## src/hdl/bba_pkg.sv

```systemverilog
// Shared constants, types and codes of the buddy block allocator.
package bba_pkg;

	localparam int POOL_ORDER = 10;
	localparam int ADDR_W     = POOL_ORDER;
	localparam int DEPTH      = 1 << POOL_ORDER;
	localparam int NUM_ORD    = POOL_ORDER + 1;
	localparam int ORD_W      = $clog2(NUM_ORD);
	localparam int WORDS_W    = 11;
	localparam int NEED_W     = WORDS_W + 1;
	localparam int STAT_W     = 2;
	localparam int S_DATA_W   = 24;
	localparam int S_USER_W   = 1;
	localparam int M_DATA_W   = 16;
	localparam int M_USER_W   = STAT_W;

	typedef logic [ADDR_W-1:0] addr_t;
	typedef logic [ORD_W-1:0]  ord_t;
	typedef logic [NEED_W-1:0] need_t;

	typedef struct packed {
		logic  tag;
		ord_t  order;
		addr_t prev;
		addr_t next;
	} hdr_t;

	localparam int HDR_W = $bits(hdr_t);

	typedef enum logic [STAT_W-1:0] {
		RES_OK   = 2'd0,
		RES_SIZE = 2'd1,
		RES_FULL = 2'd2
	} status_e;

	typedef enum logic {
		CMD_ALLOC = 1'b0,
		CMD_FREE  = 1'b1
	} command_e;

	typedef enum logic [4:0] {
		S_IDLE, S_DECODE,
		S_A_HDR, S_A_PRW, S_A_NXR, S_A_NXW, S_A_SPLIT, S_A_TAG,
		S_F_ORD, S_F_CHK, S_F_BUD, S_F_NXW, S_F_PRR, S_F_PRW, S_F_MRR, S_F_MRW,
		S_F_PUSH, S_F_FST, S_F_LR, S_F_LW, S_F_FR, S_F_FW,
		S_DONE
	} state_t;

	typedef enum logic [4:0] {
		OP_NOP, OP_ACCEPT, OP_DECODE,
		OP_A_HDR, OP_A_PRW, OP_A_NXR, OP_A_NXW, OP_A_SPLIT, OP_A_TAGR, OP_A_TAG,
		OP_F_ORD, OP_F_CHK, OP_F_BUD, OP_F_NXW, OP_F_PRR, OP_F_PRW, OP_F_MRR, OP_F_MRW,
		OP_F_PUSH, OP_F_FST, OP_F_LR, OP_F_LW, OP_F_FR, OP_F_FW,
		OP_DONE
	} op_t;

	typedef struct packed {
		op_t op;
	} cmd_t;

	typedef struct packed {
		logic is_free;
		logic words_zero;
		logic found;
		logic nx_eq_pa;
		logic split_more;
		logic at_top;
		logic has_buddy;
		logic buddy_ok;
		logic head_valid_k;
		logic out_free;
	} stat_t;

endpackage

```

## src/hdl/bba_ctrl.sv

```systemverilog
// Controller state machine that sequences allocate and free operations.
module bba_ctrl (
	input  logic           clk,
	input  logic           arst_n,
	input  logic           in_valid,
	output logic           in_ready,
	input  bba_pkg::stat_t st,
	output bba_pkg::cmd_t  cmd
);

	bba_pkg::state_t state_q, state_d;

	always_ff @(posedge clk or negedge arst_n) begin
		if (!arst_n) begin
			state_q <= bba_pkg::S_IDLE;
		end else begin
			state_q <= state_d;
		end
	end

	always_comb begin
		state_d = state_q;
		unique case (state_q)
			bba_pkg::S_IDLE:    if (in_valid) state_d = bba_pkg::S_DECODE;
			bba_pkg::S_DECODE: begin
				if (st.is_free) state_d = bba_pkg::S_F_ORD;
				else if (st.words_zero || !st.found) state_d = bba_pkg::S_DONE;
				else state_d = bba_pkg::S_A_HDR;
			end
			bba_pkg::S_A_HDR:   state_d = st.nx_eq_pa ? bba_pkg::S_A_SPLIT : bba_pkg::S_A_PRW;
			bba_pkg::S_A_PRW:   state_d = bba_pkg::S_A_NXR;
			bba_pkg::S_A_NXR:   state_d = bba_pkg::S_A_NXW;
			bba_pkg::S_A_NXW:   state_d = bba_pkg::S_A_SPLIT;
			bba_pkg::S_A_SPLIT: if (!st.split_more) state_d = bba_pkg::S_A_TAG;
			bba_pkg::S_A_TAG:   state_d = bba_pkg::S_DONE;
			bba_pkg::S_F_ORD:   state_d = bba_pkg::S_F_CHK;
			bba_pkg::S_F_CHK: begin
				state_d = (st.at_top || !st.has_buddy) ? bba_pkg::S_F_PUSH : bba_pkg::S_F_BUD;
			end
			bba_pkg::S_F_BUD:   state_d = st.buddy_ok ? bba_pkg::S_F_NXW : bba_pkg::S_F_PUSH;
			bba_pkg::S_F_NXW:   state_d = bba_pkg::S_F_PRR;
			bba_pkg::S_F_PRR:   state_d = bba_pkg::S_F_PRW;
			bba_pkg::S_F_PRW:   state_d = bba_pkg::S_F_MRR;
			bba_pkg::S_F_MRR:   state_d = bba_pkg::S_F_MRW;
			bba_pkg::S_F_MRW:   state_d = bba_pkg::S_F_CHK;
			bba_pkg::S_F_PUSH:  state_d = st.head_valid_k ? bba_pkg::S_F_FST : bba_pkg::S_DONE;
			bba_pkg::S_F_FST:   state_d = bba_pkg::S_F_LR;
			bba_pkg::S_F_LR:    state_d = bba_pkg::S_F_LW;
			bba_pkg::S_F_LW:    state_d = bba_pkg::S_F_FR;
			bba_pkg::S_F_FR:    state_d = bba_pkg::S_F_FW;
			bba_pkg::S_F_FW:    state_d = bba_pkg::S_DONE;
			bba_pkg::S_DONE:    if (st.out_free) state_d = bba_pkg::S_IDLE;
			default:            state_d = bba_pkg::S_IDLE;
		endcase
	end

	always_comb begin
		in_ready = (state_q == bba_pkg::S_IDLE);
		cmd.op   = bba_pkg::OP_NOP;
		unique case (state_q)
			bba_pkg::S_IDLE:    cmd.op = in_valid ? bba_pkg::OP_ACCEPT : bba_pkg::OP_NOP;
			bba_pkg::S_DECODE:  cmd.op = bba_pkg::OP_DECODE;
			bba_pkg::S_A_HDR:   cmd.op = bba_pkg::OP_A_HDR;
			bba_pkg::S_A_PRW:   cmd.op = bba_pkg::OP_A_PRW;
			bba_pkg::S_A_NXR:   cmd.op = bba_pkg::OP_A_NXR;
			bba_pkg::S_A_NXW:   cmd.op = bba_pkg::OP_A_NXW;
			bba_pkg::S_A_SPLIT: cmd.op = st.split_more ? bba_pkg::OP_A_SPLIT : bba_pkg::OP_A_TAGR;
			bba_pkg::S_A_TAG:   cmd.op = bba_pkg::OP_A_TAG;
			bba_pkg::S_F_ORD:   cmd.op = bba_pkg::OP_F_ORD;
			bba_pkg::S_F_CHK: begin
				cmd.op = (st.at_top || !st.has_buddy) ? bba_pkg::OP_NOP : bba_pkg::OP_F_CHK;
			end
			bba_pkg::S_F_BUD:   cmd.op = st.buddy_ok ? bba_pkg::OP_F_BUD : bba_pkg::OP_NOP;
			bba_pkg::S_F_NXW:   cmd.op = bba_pkg::OP_F_NXW;
			bba_pkg::S_F_PRR:   cmd.op = bba_pkg::OP_F_PRR;
			bba_pkg::S_F_PRW:   cmd.op = bba_pkg::OP_F_PRW;
			bba_pkg::S_F_MRR:   cmd.op = bba_pkg::OP_F_MRR;
			bba_pkg::S_F_MRW:   cmd.op = bba_pkg::OP_F_MRW;
			bba_pkg::S_F_PUSH:  cmd.op = bba_pkg::OP_F_PUSH;
			bba_pkg::S_F_FST:   cmd.op = bba_pkg::OP_F_FST;
			bba_pkg::S_F_LR:    cmd.op = bba_pkg::OP_F_LR;
			bba_pkg::S_F_LW:    cmd.op = bba_pkg::OP_F_LW;
			bba_pkg::S_F_FR:    cmd.op = bba_pkg::OP_F_FR;
			bba_pkg::S_F_FW:    cmd.op = bba_pkg::OP_F_FW;
			bba_pkg::S_DONE:    cmd.op = bba_pkg::OP_DONE;
			default:            cmd.op = bba_pkg::OP_NOP;
		endcase
	end

endmodule

```

## config.mk

```make
export PLATFORM = sky130hd
export DESIGN_NAME = bba_ctrl
export DESIGN_NICKNAME = d
export VERILOG_FILES = /design/src/hdl/bba_pkg.sv /design/src/hdl/bba_ctrl.sv
export SDC_FILE = /design/constraint.sdc
export NUM_CORES = 1
export LEC_CHECK = 0
export BUFFER_PORTS_ARGS = -buffer_cell sky130_fd_sc_hd__buf_2
export CAP_MARGIN = 5
export CORE_MARGIN = 4
export CORE_UTILIZATION = 41
export DETAILED_ROUTE_END_ITERATION = 10
export PLACE_DENSITY = 0.67
export SYNTH_ARGS = -nofsm -noshare
export SYNTH_HDL_FRONTEND = slang
export SYNTH_SLANG_ARGS = --single-unit
export TNS_END_PERCENT = 20
```

## constraint.sdc

```tcl
create_clock -name clk -period 1.62 [get_ports clk]
set_input_delay 0.081 -clock clk [delete_from_list [all_inputs] [get_ports clk]]
set_output_delay 0.081 -clock clk [all_outputs]
set_load 0.005 [all_outputs]
```

==> metrics.log <==
[metrics] outcome: complete, but fails checks
[metrics] violated checks: negative setup slack
[metrics] worst-margin pin slew: 0.334 ns
[metrics] post-route antenna net violation count: 0
[metrics] RSZ-0062 raised after global routing: yes
[metrics] weighted congestion reported at the end of routability-driven placement: 0.966
[metrics] vias in the first global route: 1,008
[metrics] portion of the clock cycle consumed by the worst path in the final layout: 104%
[metrics] CTS tree: done
[metrics] Vert. Die Dim: 52.8 microns
[metrics] final worst clock skew: 0.000800 ns
[metrics] Hold Slack: 0.110 ns
[metrics] number of remaining DRC errors: 0
[metrics] Cell Count, Final, Fillers Out: 177
[metrics] depth of the worst register-to-register path: 4
[metrics] Maximum Capacitance Violations: 0
[metrics] clock transition at the register clock pins on the worst setup and hold paths after CTS: 0.05 ns
[metrics] terminus of the critical flop-to-flop path: state_q[1]$_DFFE_PN0P_
[metrics] post-placement setup slack: 0.00437 ns
[metrics] register bit count reported by yosys: 5
[metrics] final worst path period need: 1.69 ns
[metrics] share of layout cells above drive strength 1: 48.0%
[metrics] nets in the synthesized netlist: 129
[metrics] total power density per cell area: 2180 mW/mm^2
[metrics] average detailed-routed wire length per instance: 16.6 microns
[metrics] DR iter-0 viols: 51
[metrics] Netlist cell types: 42
[metrics] Layout Area Growth over Synthesis: 42.7%
[metrics] Synth Instances: 116
[metrics] final number of setup-violating endpoints: 5
[metrics] clock buffers created by TritonCTS: 3
[metrics] fraction of the yosys area taken by sequential cells: 15.2%
[metrics] Synthesis Warnings: 0
[metrics] clock root cell: sky130_fd_sc_hd__clkbuf_4
[metrics] max-slew violation count: 0
[metrics] maximum number of buffers from clock root to sink: 2
[metrics] DIE AREA: 0.00279 sq mm
[metrics] Min-Delay Path Class: input port to flop
[metrics] worst path arrival time: 1.60 ns
[metrics] maximum number of pins on one net before global-route repair: 13
[metrics] Top Registers: state_q x5
[metrics] instance count after placement with tap cells included: 162
[metrics] final core utilization: 64.5%
[metrics] category of the critical setup timing path: flop to primary output
[metrics] critical register-to-register path startpoint: state_q[4]$_DFFE_PN0P_
[metrics] fin nets: 166
[metrics] Worst Slack Setup Final: -0.0656 ns
[metrics] FFs w/ async S/R, synth: 100%
[metrics] clock insertion delay at the later pin of the skew report: 0.25 ns
[metrics] DP HPWL: 1960 microns
[metrics] required time reported for the critical path endpoint: 1.54 ns
[metrics] drt via density: 5.99
[metrics] final total negative setup slack: -0.213 ns
[metrics] initial antenna violation count: 0
[metrics] number of flip-flops in the largest register: 5
[metrics] IO Count: 19
[metrics] dominant synthesized flop cell: sky130_fd_sc_hd__dfrtp_1
[metrics] CTS Sinks: 5
[metrics] worst-case vdd ir drop: 1.05 mV
[metrics] final antenna diode count: 0
[metrics] maximum net fanout on the critical path: 6
[metrics] Post-synth EDFFs: 0
[metrics] worst rel slew slack: 77.7%
[metrics] Setup crit start kind: flop
[metrics] global-route total usage across every layer: 22.1%
[metrics] Critical path origin: state_q[0]$_DFFE_PN0P_
[metrics] via count: 1,060
[metrics] width of the die: 52.8 microns
[metrics] maximum clock frequency: 593 MHz
[metrics] post-synthesis instance area: 823 sq um
[metrics] flop-to-flop setup slack: 0.03 ns
[metrics] GRT overflow: 0
[metrics] final WL: 2940 microns
[metrics] average size of a mapped cell: 7.10 sq um
[metrics] Core Region: 0.00182 sq mm
[metrics] effective utilization at floorplan: 45.2%
[metrics] reported leakage power: 0.000492 uW
[metrics] wire length of the first global-routing pass: 4530 microns
[metrics] critical path endpoint category: primary output
[metrics] deepest level of the CTS H-tree: 1
[metrics] total of buffers placed on input and output ports: 18
[metrics] timing endpoint of the critical path: cmd[3]
[metrics] total count of hold-check failures in the final report: 0
[metrics] DRT Pass-1 Iters: 4
[metrics] register name with the most flops: state_q
[metrics] num rows: 15
## cells in the mapped netlist, types with 2 or more instances
cell type                   n  area, sq um
sky130_fd_sc_hd__a21oi_1   10         50.1
sky130_fd_sc_hd__a22oi_1    3         22.5
sky130_fd_sc_hd__a31oi_1    2         12.5
sky130_fd_sc_hd__buf_2      6         30.0
sky130_fd_sc_hd__buf_4      3         22.5
sky130_fd_sc_hd__buf_6      3         33.8
sky130_fd_sc_hd__dfrtp_1    5          125
sky130_fd_sc_hd__inv_1      5         18.8
sky130_fd_sc_hd__nand2_1   12         45.0
sky130_fd_sc_hd__nand2b_1   7         43.8
sky130_fd_sc_hd__nand4b_1   2         17.5
sky130_fd_sc_hd__nor2_1    10         37.5
sky130_fd_sc_hd__nor2b_1    2         12.5
sky130_fd_sc_hd__nor3_1     5         25.0
sky130_fd_sc_hd__o211ai_1   2         15.0
sky130_fd_sc_hd__o21ai_0    8         40.0
sky130_fd_sc_hd__o21bai_1   4         30.0
sky130_fd_sc_hd__o22ai_1    2         12.5
sky130_fd_sc_hd__or2_2      2         12.5
## repair_timing
action | CTS | global route
endpoints found under the hold margin | 5 | 0
pin swaps | 2 | 3
endpoints found under the setup margin | 6 | 6
resized for setup | 16 | 13
setup buffers | 7 | 3
hold buffers | 1 | 0
## worst min-delay path by stage
stage | startpoint | to | slack, ns | cells past startpoint
floorplan | arst_n | state_q[0]$_DFFE_PN0P_ | -0.21 | 0
global placement | arst_n | state_q[4]$_DFFE_PN0P_ | -0.10 | 1
detailed placement | arst_n | state_q[3]$_DFFE_PN0P_ | -0.10 | 1
CTS | in_valid | state_q[0]$_DFFE_PN0P_ | 0.11 | 3
global route | in_valid | state_q[0]$_DFFE_PN0P_ | 0.12 | 3
finish | in_valid | state_q[0]$_DFFE_PN0P_ | 0.11 | 3
## cell families after synthesis
logic type	after synthesis	synth area share, %
and+or+nand+nor	45	28.7
AOI/OAI and AO/OA	48	42.1
buffers and inverters	17	12.8
muxes	1	1.22
DFF	5	15.2
## where the power goes
group          total (uW)  leakage [uW]  internal [uW]  switching (uW)
registers             341     0.0000550            200             140
clock network         152     0.0000177           89.9            62.3
logic                2070      0.000419           1020            1050
## worst max-delay path: stages, from the launching register on
cell and delay [ns]:
sky130_fd_sc_hd__dfrtp_2 0.46, sky130_fd_sc_hd__buf_4 0.19, sky130_fd_sc_hd__nor3b_4 0.06, sky130_fd_sc_hd__a2111oi_2 0.37, sky130_fd_sc_hd__a21oi_1 0.09, sky130_fd_sc_hd__nand2_1 0.08
sky130_fd_sc_hd__buf_2 0.10
## cells in the final DEF, fill, tap and decap left out, drive strengths merged, types with 2 or more instances in the layout
master and instances:
buf 43, nand2 12, a21oi 10, nor2 10, o21ai 8, nand2b 7
dfrtp 5, nor3 5, inv 4, o21bai 4, a22oi 3, clkbuf 3
or2 2, nor2b 2, a31oi 2, a221oi 2, o22ai 2, nand4b 2
o211ai 2
## per-stage QoR
| stage | power (uW) | area (sq um) |
|---|---|---|
| after global routing | 2760 | 1170 |
| after CTS | 2340 | 1110 |
| after global placement | 1940 | 971 |
| final | 2570 | 1170 |
| after detailed placement | 1960 | 971 |
| after floorplan | 1490 | 823 |
## cell type report
cell class | count | area (sq um)
Tap cell | 25 | 31.3
Clock buffer | 3 | 22.5
Clock inverter | 1 | 5.00
Multi-Input combinational cell | 94 | 666
Inverter | 5 | 22.5
Timing Repair Buffer | 44 | 297
Sequential cell | 5 | 131
Fill cell | 162 | 646
## routing by layer
metal | vias to the layer above | GRT usage [%] | wire, microns
met5 | - | 0 | 0
met4 | 0 | 7.66 | 121
met3 | 18 | 5.41 | 234
li1 | 501 | - | -
met1 | 488 | 27.4 | 1160
met2 | 53 | 36.8 | 1420
No activity file was read; power rests on OpenSTA's default activity.
